**src/hdl/ypc_pkg.sv**
```systemverilog
package ypc_pkg;

  // operand width of the shared serial multiplier
  localparam int MUL_W = 32;

  // operation codes
  localparam logic [2:0] OP_FWD   = 3'd0;
  localparam logic [2:0] OP_BACK  = 3'd1;
  localparam logic [2:0] OP_LEFT  = 3'd2;
  localparam logic [2:0] OP_RIGHT = 3'd3;
  localparam logic [2:0] OP_TURN  = 3'd4;

  // register indexes
  localparam logic [2:0] REG_MOVE_STEP = 3'd0;
  localparam logic [2:0] REG_TURN_GAIN = 3'd1;
  localparam logic [2:0] REG_SCREEN_W  = 3'd2;
  localparam logic [2:0] REG_SCREEN_H  = 3'd3;
  localparam logic [2:0] REG_UP_X      = 3'd4;
  localparam logic [2:0] REG_UP_Y      = 3'd5;
  localparam logic [2:0] REG_UP_Z      = 3'd6;

  // angles in degrees * 65536
  localparam logic signed [25:0] ANG_90  = 26'sd5898240;
  localparam logic signed [25:0] ANG_180 = 26'sd11796480;
  localparam logic signed [25:0] ANG_360 = 26'sd23592960;

  localparam int CORDIC_STEPS = 16;
  localparam logic signed [31:0] CORDIC_K = 32'sd652032874;
  localparam logic [21:0] ATAN_TAB [CORDIC_STEPS] = '{
    22'd2949120, 22'd1740967, 22'd919879, 22'd466945,
    22'd234379,  22'd117304,  22'd58666,  22'd29335,
    22'd14668,   22'd7334,    22'd3667,   22'd1833,
    22'd917,     22'd458,     22'd229,    22'd115
  };

  // angles in degrees * 128
  localparam logic signed [21:0] DEG_FULL   = 22'sd46080;
  localparam logic signed [21:0] TILT_LIMIT = 22'sd11392;

  // Q16.8 location range
  localparam logic signed [25:0] LOC_MAX = 26'sd8388607;
  localparam logic signed [25:0] LOC_MIN = -26'sd8388608;

endpackage

```
**src/hdl/ypc_mul.sv**
```systemverilog
// Shift-add multiplier, one multiplier bit per cycle, sign-magnitude.
module ypc_mul import ypc_pkg::*; (
  input  logic                      clk,
  input  logic                      rst,
  input  logic                      start,
  input  logic signed [MUL_W-1:0]   a,
  input  logic signed [MUL_W-1:0]   b,
  output logic                      done,
  output logic signed [2*MUL_W-1:0] p
);

  localparam int CW = $clog2(MUL_W);

  logic [MUL_W-1:0] a_mag;
  logic [MUL_W-1:0] hi;
  logic [MUL_W-1:0] lo;
  logic [MUL_W:0]   sum;
  logic [CW-1:0]    cnt;
  logic             neg;
  logic             busy;
  logic             fin;

  assign sum = {1'b0, hi} + (lo[0] ? {1'b0, a_mag} : {(MUL_W+1){1'b0}});

  always_ff @(posedge clk) begin
    if (rst) begin
      busy <= 1'b0;
      fin  <= 1'b0;
      done <= 1'b0;
      cnt  <= '0;
    end else begin
      done <= fin;
      fin  <= 1'b0;
      if (start) begin
        busy <= 1'b1;
        cnt  <= '0;
      end else if (busy) begin
        cnt <= cnt + 1'b1;
        if (cnt == CW'(MUL_W - 1)) begin
          busy <= 1'b0;
          fin  <= 1'b1;
        end
      end
    end
  end

  always_ff @(posedge clk) begin
    if (start) begin
      a_mag <= a[MUL_W-1] ? -a : a;
      lo    <= b[MUL_W-1] ? -b : b;
      hi    <= '0;
      neg   <= a[MUL_W-1] ^ b[MUL_W-1];
    end else if (busy) begin
      hi <= sum[MUL_W:1];
      lo <= {sum[0], lo[MUL_W-1:1]};
    end
    if (fin) begin
      p <= neg ? -$signed({hi, lo}) : $signed({hi, lo});
    end
  end

endmodule

```
**src/hdl/ypc_cordic.sv**
```systemverilog
// Rotation-mode CORDIC, one micro-rotation per cycle.
module ypc_cordic import ypc_pkg::*; (
  input  logic               clk,
  input  logic               rst,
  input  logic               start,
  input  logic signed [16:0] ang,
  output logic               done,
  output logic signed [31:0] s,
  output logic signed [31:0] c
);

  logic signed [25:0] a_in;
  logic signed [25:0] a_wrap;
  logic signed [25:0] a;
  logic signed [31:0] x;
  logic signed [31:0] y;
  logic signed [31:0] dx;
  logic signed [31:0] dy;
  logic [3:0]         cnt;
  logic               neg;
  logic               fold;
  logic               busy;
  logic               fin;

  assign a_in = {ang, 9'b0};

  always_comb begin
    if (a_in > ANG_180) begin
      a_wrap = a_in - ANG_360;
    end else if (a_in <= -ANG_180) begin
      a_wrap = a_in + ANG_360;
    end else begin
      a_wrap = a_in;
    end
  end

  assign dx = y >>> cnt;
  assign dy = x >>> cnt;

  always_ff @(posedge clk) begin
    if (rst) begin
      fold <= 1'b0;
      busy <= 1'b0;
      fin  <= 1'b0;
      done <= 1'b0;
      cnt  <= '0;
    end else begin
      done <= fin;
      fin  <= 1'b0;
      fold <= start;
      if (fold) begin
        busy <= 1'b1;
        cnt  <= '0;
      end else if (busy) begin
        cnt <= cnt + 1'b1;
        if (cnt == 4'(CORDIC_STEPS - 1)) begin
          busy <= 1'b0;
          fin  <= 1'b1;
        end
      end
    end
  end

  always_ff @(posedge clk) begin
    if (start) begin
      a <= a_wrap;
    end else if (fold) begin
      // bring the angle into the right half plane
      x <= CORDIC_K;
      y <= '0;
      if (a > ANG_90) begin
        a   <= ANG_180 - a;
        neg <= 1'b1;
      end else if (a < -ANG_90) begin
        a   <= -ANG_180 - a;
        neg <= 1'b1;
      end else begin
        neg <= 1'b0;
      end
    end else if (busy) begin
      if (a >= 0) begin
        x <= x - dx;
        y <= y + dy;
        a <= a - $signed({4'b0, ATAN_TAB[cnt]});
      end else begin
        x <= x + dx;
        y <= y - dy;
        a <= a + $signed({4'b0, ATAN_TAB[cnt]});
      end
    end
    if (fin) begin
      s <= y;
      c <= neg ? -x : x;
    end
  end

endmodule

```
**src/hdl/ypc_sqrt.sv**
```systemverilog
// Digit-by-digit integer square root, two radicand bits per cycle.
module ypc_sqrt (
  input  logic        clk,
  input  logic        rst,
  input  logic        start,
  input  logic [63:0] n,
  output logic        done,
  output logic [31:0] root
);

  logic [63:0] nsh;
  logic [33:0] rem;
  logic [31:0] r;
  logic [35:0] rem_sh;
  logic [35:0] trial;
  logic [35:0] diff;
  logic [4:0]  cnt;
  logic        busy;
  logic        fin;

  assign rem_sh = {rem, nsh[63:62]};
  assign trial  = {2'b0, r, 2'b01};
  assign diff   = rem_sh - trial;

  always_ff @(posedge clk) begin
    if (rst) begin
      busy <= 1'b0;
      fin  <= 1'b0;
      done <= 1'b0;
      cnt  <= '0;
    end else begin
      done <= fin;
      fin  <= 1'b0;
      if (start) begin
        busy <= 1'b1;
        cnt  <= '0;
      end else if (busy) begin
        cnt <= cnt + 1'b1;
        if (cnt == 5'd31) begin
          busy <= 1'b0;
          fin  <= 1'b1;
        end
      end
    end
  end

  always_ff @(posedge clk) begin
    if (start) begin
      nsh <= n;
      rem <= '0;
      r   <= '0;
    end else if (busy) begin
      nsh <= {nsh[61:0], 2'b00};
      if (rem_sh >= trial) begin
        rem <= diff[33:0];
        r   <= {r[30:0], 1'b1};
      end else begin
        rem <= rem_sh[33:0];
        r   <= {r[30:0], 1'b0};
      end
    end
    if (fin) begin
      root <= r;
    end
  end

endmodule

```
**src/hdl/ypc_div.sv**
```systemverilog
// Restoring divider for normalization: round(num * 16384 / den), ties away
// from zero; one quotient bit per cycle. Zero divisor gives zero.
module ypc_div (
  input  logic               clk,
  input  logic               rst,
  input  logic               start,
  input  logic signed [31:0] num,
  input  logic [31:0]        den,
  output logic               done,
  output logic signed [15:0] q
);

  logic [31:0] mag;
  logic [46:0] rem;
  logic [46:0] dsh;
  logic [14:0] qb;
  logic [3:0]  cnt;
  logic        neg;
  logic        zero;
  logic        busy;
  logic        fin;

  assign mag = num[31] ? -num : num;

  always_ff @(posedge clk) begin
    if (rst) begin
      busy <= 1'b0;
      fin  <= 1'b0;
      done <= 1'b0;
      cnt  <= '0;
    end else begin
      done <= fin;
      fin  <= 1'b0;
      if (start) begin
        busy <= 1'b1;
        cnt  <= '0;
      end else if (busy) begin
        cnt <= cnt + 1'b1;
        if (cnt == 4'd14) begin
          busy <= 1'b0;
          fin  <= 1'b1;
        end
      end
    end
  end

  always_ff @(posedge clk) begin
    if (start) begin
      rem  <= {1'b0, mag, 14'b0} + {16'b0, den[31:1]};
      dsh  <= {1'b0, den, 14'b0};
      qb   <= '0;
      neg  <= num[31];
      zero <= (den == 32'd0);
    end else if (busy) begin
      dsh <= {1'b0, dsh[46:1]};
      if (rem >= dsh) begin
        rem <= rem - dsh;
        qb  <= {qb[13:0], 1'b1};
      end else begin
        qb  <= {qb[13:0], 1'b0};
      end
    end
    if (fin) begin
      if (zero) begin
        q <= '0;
      end else begin
        q <= neg ? -$signed({1'b0, qb}) : $signed({1'b0, qb});
      end
    end
  end

endmodule

```
**src/hdl/yaw_pitch_camera_update_core.sv**
```systemverilog
// First-person camera update. The block holds heading and tilt (degrees*128),
// a Q16.8 location and three Q2.14 unit vectors (view, side, top). Codes 0..3
// step the location forward, back, left or right along the view or side
// vector by move_step, saturating; code 4 turns by the cursor offset from the
// screen center times turn_gain, clamps tilt to +-89 degrees, wraps heading
// and rebuilds all three vectors; other codes change nothing. Every item
// gives one result with the location and the vectors. One item is worked at
// a time. Nearly all of the time of a move or a turn goes to the shared
// bit-serial multiplier (3 products per move, 25 per turn); the rest of a
// turn is the heading wrap, two CORDIC runs, three square roots and nine
// divisions. A finished result sits in the output register, so the next
// item is taken while it waits. Config writes are always ready and take
// effect at once; world up is read only when a turn builds the side vector.
module yaw_pitch_camera_update_core import ypc_pkg::*; (
  input  logic               clk,
  input  logic               rst,
  // config write
  input  logic               cfg_valid,
  output logic               cfg_ready,
  input  logic [2:0]         cfg_index,
  input  logic [15:0]        cfg_data,
  // item input
  input  logic               in_valid,
  output logic               in_stall,
  input  logic [2:0]         operation,
  input  logic [11:0]        mouse_x,
  input  logic [11:0]        mouse_y,
  // result output
  output logic               out_valid,
  input  logic               out_stall,
  output logic signed [23:0] loc_x,
  output logic signed [23:0] loc_y,
  output logic signed [23:0] loc_z,
  output logic signed [15:0] view_x,
  output logic signed [15:0] view_y,
  output logic signed [15:0] view_z,
  output logic signed [15:0] side_x,
  output logic signed [15:0] side_y,
  output logic signed [15:0] side_z,
  output logic signed [15:0] top_x,
  output logic signed [15:0] top_y,
  output logic signed [15:0] top_z
);

  // sequencer states
  localparam logic [3:0] S_IDLE  = 4'd0;
  localparam logic [3:0] S_MUL   = 4'd1;
  localparam logic [3:0] S_MULW  = 4'd2;
  localparam logic [3:0] S_WRAP  = 4'd3;
  localparam logic [3:0] S_COR   = 4'd4;
  localparam logic [3:0] S_CORW  = 4'd5;
  localparam logic [3:0] S_SQRT  = 4'd6;
  localparam logic [3:0] S_SQRTW = 4'd7;
  localparam logic [3:0] S_DIV   = 4'd8;
  localparam logic [3:0] S_DIVW  = 4'd9;
  localparam logic [3:0] S_DONE  = 4'd10;

  // what the product in flight is for
  localparam logic [2:0] J_DX   = 3'd0;
  localparam logic [2:0] J_DY   = 3'd1;
  localparam logic [2:0] J_RAW0 = 3'd2;
  localparam logic [2:0] J_RAW2 = 3'd3;
  localparam logic [2:0] J_SQ   = 3'd4;
  localparam logic [2:0] J_CRS  = 3'd5;
  localparam logic [2:0] J_MOV  = 3'd6;

  // which vector the normalizer is producing
  localparam logic [1:0] P_VIEW = 2'd0;
  localparam logic [1:0] P_SIDE = 2'd1;
  localparam logic [1:0] P_TOP  = 2'd2;

  // config registers
  logic [15:0]        move_step;
  logic [15:0]        turn_gain;
  logic [12:0]        screen_w;
  logic [12:0]        screen_h;
  logic signed [15:0] upv [3];

  // camera state
  logic [15:0]        hd;
  logic signed [14:0] tl;
  logic signed [23:0] loc [3];
  logic signed [15:0] vw [3];
  logic signed [15:0] sd [3];
  logic signed [15:0] tp [3];

  // sequencer
  logic [3:0]         state;
  logic [2:0]         job;
  logic [2:0]         cnt;
  logic [1:0]         phase;
  logic               cor_sel;
  logic [2:0]         op;
  logic [11:0]        mx;
  logic [11:0]        my;

  // work registers
  logic signed [21:0] hnew;
  logic signed [31:0] sh;
  logic signed [31:0] ch;
  logic signed [31:0] sp;
  logic signed [31:0] cp;
  logic signed [31:0] va [3];
  logic signed [31:0] t0;
  logic [63:0]        sumsq;
  logic [31:0]        len;

  // unit hookups
  logic                      mul_done;
  logic signed [MUL_W-1:0]   mul_a;
  logic signed [MUL_W-1:0]   mul_b;
  logic signed [2*MUL_W-1:0] mul_p;
  logic                      cor_done;
  logic signed [16:0]        cor_ang;
  logic signed [31:0]        cor_s;
  logic signed [31:0]        cor_c;
  logic                      sqrt_done;
  logic [31:0]               sqrt_root;
  logic                      div_done;
  logic signed [15:0]        div_q;

  // derived values
  logic signed [14:0] dx2;
  logic signed [14:0] dy2;
  logic [1:0]         k;
  logic [1:0]         k1;
  logic [1:0]         k2;
  logic [1:0]         ia;
  logic [1:0]         ib;
  logic               sub;
  logic signed [63:0] p_r10;
  logic signed [63:0] p_r14;
  logic signed [63:0] p_s30;
  logic signed [21:0] tsum;
  logic signed [25:0] lsum;
  logic signed [25:0] lsat;
  logic               out_free;

  assign cfg_ready = 1'b1;
  assign in_stall  = (state != S_IDLE);
  assign out_free  = !out_valid || !out_stall;

  // cursor offsets in half pixels
  assign dx2 = $signed({2'b0, mx, 1'b0}) - $signed({2'b0, screen_w});
  assign dy2 = $signed({2'b0, screen_h}) - $signed({2'b0, my, 1'b0});

  // cross product indexes: term 0 is a[k1]*b[k2], term 1 is a[k2]*b[k1]
  assign k  = cnt[2:1];
  assign k1 = (k == 2'd2) ? 2'd0 : k + 2'd1;
  assign k2 = (k == 2'd0) ? 2'd2 : k - 2'd1;
  assign ia = cnt[0] ? k2 : k1;
  assign ib = cnt[0] ? k1 : k2;

  // backward and left subtract
  assign sub = (op == OP_BACK) || (op == OP_LEFT);

  assign p_r10 = (mul_p + 64'sd512) >>> 10;
  assign p_r14 = (mul_p + 64'sd8192) >>> 14;
  assign p_s30 = mul_p >>> 30;
  assign tsum  = 22'(tl) + p_r10[21:0];
  assign lsum  = sub ? 26'(loc[cnt[1:0]]) - p_r14[25:0]
                     : 26'(loc[cnt[1:0]]) + p_r14[25:0];
  assign lsat  = (lsum > LOC_MAX) ? LOC_MAX : (lsum < LOC_MIN) ? LOC_MIN : lsum;

  always_comb begin
    mul_a = '0;
    mul_b = '0;
    case (job)
      J_DX: begin
        mul_a = 32'(dx2);
        mul_b = $signed({16'b0, turn_gain});
      end
      J_DY: begin
        mul_a = 32'(dy2);
        mul_b = $signed({16'b0, turn_gain});
      end
      J_RAW0: begin
        mul_a = ch;
        mul_b = cp;
      end
      J_RAW2: begin
        mul_a = sh;
        mul_b = cp;
      end
      J_SQ: begin
        mul_a = va[cnt[1:0]];
        mul_b = va[cnt[1:0]];
      end
      J_CRS: begin
        // side = view x up, top = side x view
        if (phase == P_SIDE) begin
          mul_a = 32'(vw[ia]);
          mul_b = 32'(upv[ib]);
        end else begin
          mul_a = 32'(sd[ia]);
          mul_b = 32'(vw[ib]);
        end
      end
      J_MOV: begin
        mul_a = (op == OP_LEFT || op == OP_RIGHT) ? 32'(sd[cnt[1:0]])
                                                  : 32'(vw[cnt[1:0]]);
        mul_b = $signed({16'b0, move_step});
      end
      default: begin
        mul_a = '0;
        mul_b = '0;
      end
    endcase
  end

  assign cor_ang = cor_sel ? 17'(tl) : $signed({1'b0, hd});

  ypc_mul u_mul (
    .clk   (clk),
    .rst   (rst),
    .start (state == S_MUL),
    .a     (mul_a),
    .b     (mul_b),
    .done  (mul_done),
    .p     (mul_p)
  );

  ypc_cordic u_cordic (
    .clk   (clk),
    .rst   (rst),
    .start (state == S_COR),
    .ang   (cor_ang),
    .done  (cor_done),
    .s     (cor_s),
    .c     (cor_c)
  );

  ypc_sqrt u_sqrt (
    .clk   (clk),
    .rst   (rst),
    .start (state == S_SQRT),
    .n     (sumsq),
    .done  (sqrt_done),
    .root  (sqrt_root)
  );

  ypc_div u_div (
    .clk   (clk),
    .rst   (rst),
    .start (state == S_DIV),
    .num   (va[cnt[1:0]]),
    .den   (len),
    .done  (div_done),
    .q     (div_q)
  );

  // config writes
  always_ff @(posedge clk) begin
    if (rst) begin
      move_step <= 16'd256;
      turn_gain <= 16'd6554;
      screen_w  <= 13'd800;
      screen_h  <= 13'd600;
      upv[0]    <= 16'sd0;
      upv[1]    <= 16'sd16384;
      upv[2]    <= 16'sd0;
    end else if (cfg_valid && cfg_ready) begin
      unique case (cfg_index)
        REG_MOVE_STEP: move_step <= cfg_data;
        REG_TURN_GAIN: turn_gain <= cfg_data;
        REG_SCREEN_W:  screen_w  <= cfg_data[12:0];
        REG_SCREEN_H:  screen_h  <= cfg_data[12:0];
        REG_UP_X:      upv[0]    <= cfg_data;
        REG_UP_Y:      upv[1]    <= cfg_data;
        REG_UP_Z:      upv[2]    <= cfg_data;
        default: ;
      endcase
    end
  end

  // sequencer and camera state
  always_ff @(posedge clk) begin
    if (rst) begin
      state   <= S_IDLE;
      job     <= J_DX;
      cnt     <= '0;
      phase   <= P_VIEW;
      cor_sel <= 1'b0;
      hd      <= 16'd34560;
      tl      <= '0;
      loc[0]  <= '0;
      loc[1]  <= '0;
      loc[2]  <= '0;
      vw[0]   <= 16'sd0;
      vw[1]   <= 16'sd0;
      vw[2]   <= -16'sd16384;
      sd[0]   <= 16'sd16384;
      sd[1]   <= 16'sd0;
      sd[2]   <= 16'sd0;
      tp[0]   <= 16'sd0;
      tp[1]   <= 16'sd16384;
      tp[2]   <= 16'sd0;
    end else begin
      unique case (state)
        S_IDLE: begin
          if (in_valid) begin
            op    <= operation;
            mx    <= mouse_x;
            my    <= mouse_y;
            cnt   <= '0;
            phase <= P_VIEW;
            case (operation) inside
              OP_FWD, OP_BACK, OP_LEFT, OP_RIGHT: begin
                job   <= J_MOV;
                state <= S_MUL;
              end
              OP_TURN: begin
                job   <= J_DX;
                state <= S_MUL;
              end
              default: state <= S_DONE;
            endcase
          end
        end
        S_MUL: state <= S_MULW;
        S_MULW: begin
          if (mul_done) begin
            state <= S_MUL;
            case (job)
              J_DX: begin
                hnew <= $signed({6'b0, hd}) + p_r10[21:0];
                job  <= J_DY;
              end
              J_DY: begin
                if (tsum > TILT_LIMIT) begin
                  tl <= 15'(TILT_LIMIT);
                end else if (tsum < -TILT_LIMIT) begin
                  tl <= 15'(-TILT_LIMIT);
                end else begin
                  tl <= tsum[14:0];
                end
                state <= S_WRAP;
              end
              J_RAW0: begin
                va[0] <= p_s30[31:0];
                job   <= J_RAW2;
              end
              J_RAW2: begin
                va[2] <= p_s30[31:0];
                va[1] <= sp;
                job   <= J_SQ;
                cnt   <= '0;
                sumsq <= '0;
              end
              J_SQ: begin
                sumsq <= sumsq + mul_p;
                cnt   <= cnt + 3'd1;
                if (cnt == 3'd2) begin
                  state <= S_SQRT;
                end
              end
              J_CRS: begin
                if (!cnt[0]) begin
                  t0 <= mul_p[31:0];
                end else begin
                  va[k] <= t0 - mul_p[31:0];
                end
                cnt <= cnt + 3'd1;
                if (cnt == 3'd5) begin
                  job   <= J_SQ;
                  cnt   <= '0;
                  sumsq <= '0;
                end
              end
              J_MOV: begin
                loc[cnt[1:0]] <= lsat[23:0];
                cnt <= cnt + 3'd1;
                if (cnt == 3'd2) begin
                  state <= S_DONE;
                end
              end
              default: state <= S_DONE;
            endcase
          end
        end
        S_WRAP: begin
          // heading mod 360 degrees, one turn per cycle
          if (hnew >= DEG_FULL) begin
            hnew <= hnew - DEG_FULL;
          end else if (hnew < 0) begin
            hnew <= hnew + DEG_FULL;
          end else begin
            hd      <= hnew[15:0];
            cor_sel <= 1'b0;
            state   <= S_COR;
          end
        end
        S_COR: state <= S_CORW;
        S_CORW: begin
          if (cor_done) begin
            if (!cor_sel) begin
              sh      <= cor_s;
              ch      <= cor_c;
              cor_sel <= 1'b1;
              state   <= S_COR;
            end else begin
              sp    <= cor_s;
              cp    <= cor_c;
              job   <= J_RAW0;
              state <= S_MUL;
            end
          end
        end
        S_SQRT: state <= S_SQRTW;
        S_SQRTW: begin
          if (sqrt_done) begin
            len   <= sqrt_root;
            cnt   <= '0;
            state <= S_DIV;
          end
        end
        S_DIV: state <= S_DIVW;
        S_DIVW: begin
          if (div_done) begin
            case (phase)
              P_VIEW:  vw[cnt[1:0]] <= div_q;
              P_SIDE:  sd[cnt[1:0]] <= div_q;
              default: tp[cnt[1:0]] <= div_q;
            endcase
            cnt   <= cnt + 3'd1;
            state <= S_DIV;
            if (cnt == 3'd2) begin
              cnt <= '0;
              job <= J_CRS;
              if (phase == P_VIEW) begin
                phase <= P_SIDE;
                state <= S_MUL;
              end else if (phase == P_SIDE) begin
                phase <= P_TOP;
                state <= S_MUL;
              end else begin
                state <= S_DONE;
              end
            end
          end
        end
        S_DONE: begin
          if (out_free) begin
            state <= S_IDLE;
          end
        end
        default: state <= S_IDLE;
      endcase
    end
  end

  // output register
  always_ff @(posedge clk) begin
    if (rst) begin
      out_valid <= 1'b0;
    end else if (state == S_DONE && out_free) begin
      out_valid <= 1'b1;
    end else if (!out_stall) begin
      out_valid <= 1'b0;
    end
  end

  always_ff @(posedge clk) begin
    if (state == S_DONE && out_free) begin
      loc_x  <= loc[0];
      loc_y  <= loc[1];
      loc_z  <= loc[2];
      view_x <= vw[0];
      view_y <= vw[1];
      view_z <= vw[2];
      side_x <= sd[0];
      side_y <= sd[1];
      side_z <= sd[2];
      top_x  <= tp[0];
      top_y  <= tp[1];
      top_z  <= tp[2];
    end
  end

  a_mul_done_wait: assert property (@(posedge clk) disable iff (rst)
    mul_done |-> state == S_MULW)
    else $error("multiplier result with no consumer");

  a_result_loaded: assert property (@(posedge clk) disable iff (rst)
    (state == S_DONE && out_free) |=> out_valid)
    else $error("finished item not presented");

  a_heading_range: assert property (@(posedge clk) disable iff (rst)
    $signed({6'b0, hd}) < DEG_FULL)
    else $error("heading out of range");

  a_tilt_range: assert property (@(posedge clk) disable iff (rst)
    22'(tl) <= TILT_LIMIT && 22'(tl) >= -TILT_LIMIT)
    else $error("tilt out of range");

endmodule
```
**config.mk**
```make
export PLATFORM = sky130hd
export DESIGN_NAME = yaw_pitch_camera_update_core
export DESIGN_NICKNAME = d
export VERILOG_FILES = /design/src/hdl/ypc_pkg.sv /design/src/hdl/ypc_mul.sv /design/src/hdl/ypc_cordic.sv /design/src/hdl/ypc_sqrt.sv /design/src/hdl/ypc_div.sv /design/src/hdl/yaw_pitch_camera_update_core.sv
export SDC_FILE = /design/constraint.sdc
export NUM_CORES = 2
export LEC_CHECK = 0
export BUFFER_PORTS_ARGS = -buffer_cell sky130_fd_sc_hd__buf_2
export CAP_MARGIN = 40
export CELL_PAD_IN_SITES_DETAIL_PLACEMENT = 1
export CELL_PAD_IN_SITES_GLOBAL_PLACEMENT = 2
export CORE_UTILIZATION = 25
export DETAILED_ROUTE_END_ITERATION = 10
export PLACE_DENSITY = 0.64
export SYNTH_ARGS = -nofsm -noshare
export SYNTH_HDL_FRONTEND = slang
export SYNTH_SLANG_ARGS = --single-unit
```
**constraint.sdc**
```tcl
create_clock -name clk -period 28.4 [get_ports clk]
set_input_delay 2.84 -clock clk [delete_from_list [all_inputs] [get_ports clk]]
set_output_delay 2.84 -clock clk [all_outputs]
set_load 0.005 [all_outputs]
```
Word level (Yosys, flattened, before mapping)
Memory sizes are Yosys's and may differ from the RTL's. A register that Yosys moved wholly into a read port is not among the register bits.
Index checks and enable logic that the tools add are counted.
{"block": "totals", "register_bits": 1043, "ram_bits": 360, "romBits": 352, "input_bits": 51, "output_inout_bits": 219, "word_cells": 468, "memories": 7}
{"name": "(no name shown)", "depth": 16, "width": 22, "read_ports": 1, "rd_ports_with_merged_regs": 0, "wr": 0, "line": "ypc_cordic.sv:84", "source": "a <= a - $signed({4'b0, ATAN_TAB[cnt]});"}
{"name": "va", "depth": 3, "width": 32, "read_ports": 1, "rd_ports_with_merged_regs": 1, "wr": 2, "line": "yaw_pitch_camera_update_core.sv:103", "source": "logic signed [31:0] va [3];"}
{"name": "loc", "depth": 3, "width": 24, "read_ports": 4, "rd_ports_with_merged_regs": 4, "wr": 3, "line": "yaw_pitch_camera_update_core.sv:82", "source": "logic signed [23:0] loc [3];"}
{"name": "sd", "depth": 3, "width": 16, "read_ports": 5, "rd_ports_with_merged_regs": 4, "wr": 3, "line": "yaw_pitch_camera_update_core.sv:84", "source": "logic signed [15:0] sd [3];"}
{"name": "tp", "depth": 3, "width": 16, "read_ports": 3, "rd_ports_with_merged_regs": 3, "wr": 3, "line": "yaw_pitch_camera_update_core.sv:85", "source": "logic signed [15:0] tp [3];"}
{"name": "upv", "depth": 3, "width": 16, "read_ports": 1, "rd_ports_with_merged_regs": 0, "wr": 3, "line": "yaw_pitch_camera_update_core.sv:77", "source": "logic signed [15:0] upv [3];"}
{"name": "+1 memories"}
{"block": "op_classes", "n_addsub": 39, "magnitude_cmp": 14, "eq_ne": 57, "n_shift": 2, "n_mux": 200, "n_bitwise": 16, "n_reduce_logical": 69}
{"operator": "32-bit two-way mux", "count": 15}
{"operator": "64-bit two-way mux", "count": 4}
{"operator": "26-bit two-way mux", "count": 9}
{"operator": "32-bit case mux with 7 select lines", "count": 1}
{"operator": "64-bit case mux with 3 select lines", "count": 1}
{"operator": "32-bit case mux with 5 select lines", "count": 1}
{"operator": "47-bit two-way mux", "count": 3}
{"operator": "22-bit two-way mux", "count": 6}
{"operator": "32-bit negation", "count": 4}
{"operator": "16-bit two-way mux", "count": 6}
{"operator": "32-bit subtractor", "count": 3}
{"operator": "46-bit two-way mux", "count": 2}
{"operator": "1-bit two-way mux", "count": 80}
{"operator": "24-bit two-way mux", "count": 3}
{"operator": "32-bit adder", "count": 2}
{"operator": "64-bit adder", "count": 1}
{"operator": "64-bit negation", "count": 1}
{"operator": "32-bit OR reduction", "count": 2}
{"operator": "32-bit by 4-bit >>> shifter with 32-bit output", "count": 2}
{"operator": "4-bit two-way mux", "count": 14}
{"operator": "26-bit by 24-bit greater-than comparator with 1-bit output (second input constant)", "count": 2}
{"operator": "26-bit by 24-bit less-than comparator with 1-bit output (second input constant)", "count": 2}
{"operator": "25-bit by 26-bit subtractor with 26-bit output (first input constant)", "count": 2}
{"operator": "3-bit two-way mux", "count": 17}
{"operator": "other kinds (88)", "count": 214}

Depth between registers and ports, before layout
{"block": "logic_depth", "depth_word": 9, "ltp_mapped": 28, "mapped_depth_nobuf": 23}

By module
From an unflattened synthesis, not the netlist that was laid out.
{"block": "hier_totals", "hier_cells": 9466, "area_unflattened_um2": 101225.8}
{"module": "yaw_pitch_camera_update_core", "instances": 1, "cells_per_inst": 4641, "area_each_um2": 55089.1}
{"module": "ypc_cordic", "instances": 1, "cells_per_inst": 1847, "area_each_um2": 17055.1}
{"module": "ypc_div", "instances": 1, "cells_per_inst": 1138, "area_each_um2": 10173.5}
{"module": "ypc_mul", "instances": 1, "cells_per_inst": 1021, "area_each_um2": 10141.0}
{"module": "ypc_sqrt", "instances": 1, "cells_per_inst": 819, "area_each_um2": 8767.2}

Worst setup path after synthesis
No wires, ideal clock.
{"block": "synth_timing", "path_kind": "input-to-reg", "startpoint": "input out_stall", "endpoint": "register loc_x[0], read port of loc, enable pin", "t_arrival_ps": 13218, "t_required_ps": 27536, "path_slack_ps": 14318, "path_stages": 1, "n_path_buf": 0, "path_cell_list": "a21oi_1"}
{"block": "synth_via", "elab_chain_cells": 3}
{"element": "start: declaration", "line": "yaw_pitch_camera_update_core.sv:30", "source": "input logic out_stall,"}
{"element": "1-bit logical NOT"}
{"element": "1-bit logical OR", "line": "yaw_pitch_camera_update_core.sv:141", "source": "assign out_free = !out_valid || !out_stall;"}
{"element": "1-bit logical AND", "line": "yaw_pitch_camera_update_core.sv:464", "source": "if (state == S_DONE && out_free) begin"}
{"element": "end: declaration", "line": "yaw_pitch_camera_update_core.sv:31", "source": "output logic signed [23:0] loc_x,"}
No other way between the ends.
A chain may end at the register's enable or synchronous reset.

==> impl_metrics.ini <==
[outcome]
status = finished, final reports clean

[pwr]
total_power_mw = 10.67
ir_worst_vdd_uv = 58.68
power.density_nw_per_um2 = 92.60
p_leak_nw = 41.81

[clock_network]
htree_num_levels = 4
post_cts_resized = 0
cts_hold_buf = 0
clkSinkCount = 1709
cts-root-buf = clkbuf_16
clockBufferDepth = 4
clock_latency_ns = 0.94
post_cts_buffers = 0
cts_tree = yes
path_clk_slew_ns = 0.06
numCtsBuffers = 202

[timing]
finalSetupViolations = 0
tightest_slew_ns = 1.028
setup_tns_ns = 0
fin_skew_ns = 0.1133
fmaxAchievable_mhz = 135.3
period_needed_ns = 7.393
hold_viol_final = 0
final-max-slew-violation-count = 0
finalCritPeriodShare_pct = 26.03
rsz0062_at_grt = false
max_slew_margin_pct = 31.48

[detailed_routing]
wl_um = 369800
vias = 77480
firstDrtPassIters = 6
ant_nets = 0
drt_iter0_drc = 5949
drc = 0
post_drt_wl_per_cell_um = 24.42
viasPerCell = 5.115

[cells_and_area]
syn_to_final_growth_pct = 14.58
seqCellArea_um2 = 48720
utilization_pct = 28.81
fillerInstances = 44880
drive_gt1_share_pct = 11.71
final_nets = 10210
multi_input_area_um2 = 48900
stdcell_count = 15150

[hold_path]
min_to = len[26]$_DFFE_PP_
min_from = u_sqrt.root[26]$_DFFE_PP_
worst_hold_path.num_cells = 0
hp-class = flop to flop

[place]
placedCellCount = 14760
port_buffers = 268
gp_congestion = 0.9045
hpwl_um = 278700

[setup_path]
startpoint_type = flop
worst-path-max-fanout = 30
r2r-start = u_mul.p[14]$_DFFE_PP_
endpoint_kind = flop
arrival_ns = 7.97
cp.required_ns = 28.98
rrSetupSlack_ns = 21.01
r2r_end = loc[1][14]$_SDFFCE_PN0P_
rr_worst_depth = 23
crit_type = flop to flop

[grt]
grt-ovfl-total = 0
antenna_found_initial = 38
grt_pass1_vias = 79870
grt_usage_pct = 17.63
grt_pass1_wl_um = 542400
grt_max_degree = 141

[synth]
synth_top_family_by_area = compound AO/OA/AOI/OAI gates
synth_area_leaders = edfxtp_1, ha_1, dfxtp_1
synth_compound_area_share_pct = 15.16
synthSimpleGateAreaFrac_pct = 13.90
synth-xor-area-share_pct = 6.187
syn_inst = 9531
syn_avg_cell_area_um2 = 10.55
synth.ff_latch_count = 1709
synthTopCellsByCount = edfxtp_1, nand2_1, nor2_1
syn_area_um2 = 100600
synth_edf_count = 1446
ys_seq_area_share_pct = 48.40
synth_fa_ha_area_share_pct = 5.769
synth_top_cell_area_share_pct = 43.17
yosysMostFrequentCell = edfxtp_1
synthFlopType = edfxtp_1
muxShareOfSynthArea_pct = 7.362
yosysTopAreaCell = edfxtp_1
yosysWarnings = 0
yosysUniqueCellTypes = 96
async_flop_share_pct = 0
syn-num-nets = 10040

[floorplanning]
initial_core_util_pct = 25.15
coreArea_um2 = 400000
die_x_um = 636.3
dieArea_um2 = 404900
die_h_um = 636.3
num_io_pins = 270
num_rows = 232

[flow_run]
maxCapViolations = 0
## worst max-delay path, cell delays in order, from the launching register on
cell and delay [ns]:
edfxtp_1 0.51, ha_1 0.34, nand4_1 0.47, nor3_1 0.82, xnor2_1 0.23, o21ai_0 0.17, or3_1 0.44, nor2_1 0.28
nand2_1 0.13, nand2_1 0.10, xnor2_1 0.09, ha_1 0.38, nand3_1 0.15, nor2_1 0.20, nand2_1 0.09, a211oi_1 0.45
o21a_1 0.25, o21ai_0 0.11, a2111oi_0 0.48, o211ai_1 0.21, nand3b_1 0.13, buf_4 0.32, or2_2 0.53, o31ai_1 0.17
## layout make-up
| type | count | area share (%) |
|---|---|---|
| clock buffers | 240 | 4.627 |
| clock inverters | 132 | 1.213 |
| multi-input cells | 6992 | 42.42 |
| repair buffers | 445 | 2.565 |
| diodes | 11 | 0.02388 |
| flip-flops and latches | 1709 | 42.28 |
| well taps | 5265 | 5.716 |
| inverters | 354 | 1.155 |
## cell families after synthesis
family / count (synthesis)
AND/OR/NAND/NOR: 2939
AO/OA/AOI/OAI: 2378
flip-flops: 1709
buffers and inverters: 830
XOR/XNOR: 709
multiplexers: 509
adder cells (fa/ha/maj): 456
other: 1
## how the worst max path moves through the flow
stage | start | endpoint
floorplan | out_stall | loc_x[0]$_DFFE_PP_
global placement | u_mul.p[14]$_DFFE_PP_ | loc[1][5]$_SDFFCE_PN0P_
detailed placement | u_mul.p[14]$_DFFE_PP_ | loc[3][17]$_DFFE_PP_
CTS | u_mul.p[14]$_DFFE_PP_ | loc[3][17]$_DFFE_PP_
global route | u_mul.p[14]$_DFFE_PP_ | loc[3][8]$_DFFE_PP_
finish | u_mul.p[14]$_DFFE_PP_ | loc[1][14]$_SDFFCE_PN0P_
## flip-flops by register name, indices dropped and copies added, names as in the netlist, 34 cells and up, named ones only
register / cells
vw: 64
u_div.rem: 47
u_div.dsh: 46
u_mul.p: 64
tp: 48
u_sqrt.rem: 34
sumsq: 64
va: 128
upv: 48
sd: 64
u_sqrt.nsh: 64
loc: 96
## placed cells by master, fill, tap and decap left out, drive strengths merged, types with 61 or more instances in the layout
| cell type | instances |
|---|---|
| o21a | 77 |
| o21ai | 566 |
| nand3 | 162 |
| inv | 362 |
| nor4 | 61 |
| xor2 | 267 |
| o31ai | 203 |
| or3 | 66 |
| edfxtp | 1446 |
| dfxtp | 263 |
| xnor2 | 441 |
| mux2 | 93 |
| buf | 445 |
| o211ai | 104 |
| clkinv | 83 |
| o21bai | 67 |
| a31oi | 85 |
| nor3 | 178 |
| nor2b | 87 |
| a21oi | 603 |
| mux2i | 241 |
| nor2 | 691 |
| clkbuf | 240 |
| nand2b | 127 |
| and2 | 170 |
| nand2 | 1004 |
| a21o | 211 |
| ha | 443 |
| and3 | 150 |
| nand4 | 79 |
| mux4 | 175 |
| a211oi | 117 |
## stage by stage
stage,cell area [µm²],setup slack [ns],hold WS [ns]
2_1_floorplan,100600,14.32,0.4003
3_3_place_gp,107900,21.17,0.4056
3_5_place_dp,108500,21.11,0.4052
4_1_cts,115200,21.12,0.3662
5_1_grt,115200,20.34,0.3807
6_report,115300,21.01,0.3734
## power by group
| part | switching, mW | leakage [nW] | internal (mW) |
|---|---|---|---|
| combinational | 2.69 | 23.0 | 1.74 |
| clock | 1.14 | 3.26 | 1.56 |
| sequential | 0.336 | 15.5 | 3.21 |
## routing by layer
metal	global-route usage, %	routed length, µm	vias to the layer above
li1	-	-	35790
met5	0	27	-
met4	6.196	13940	4
met1	23.62	165100	39330
met2	29.21	172900	1870
met3	2.160	17910	479
Note: power is estimated with default switching activity, not from simulation.
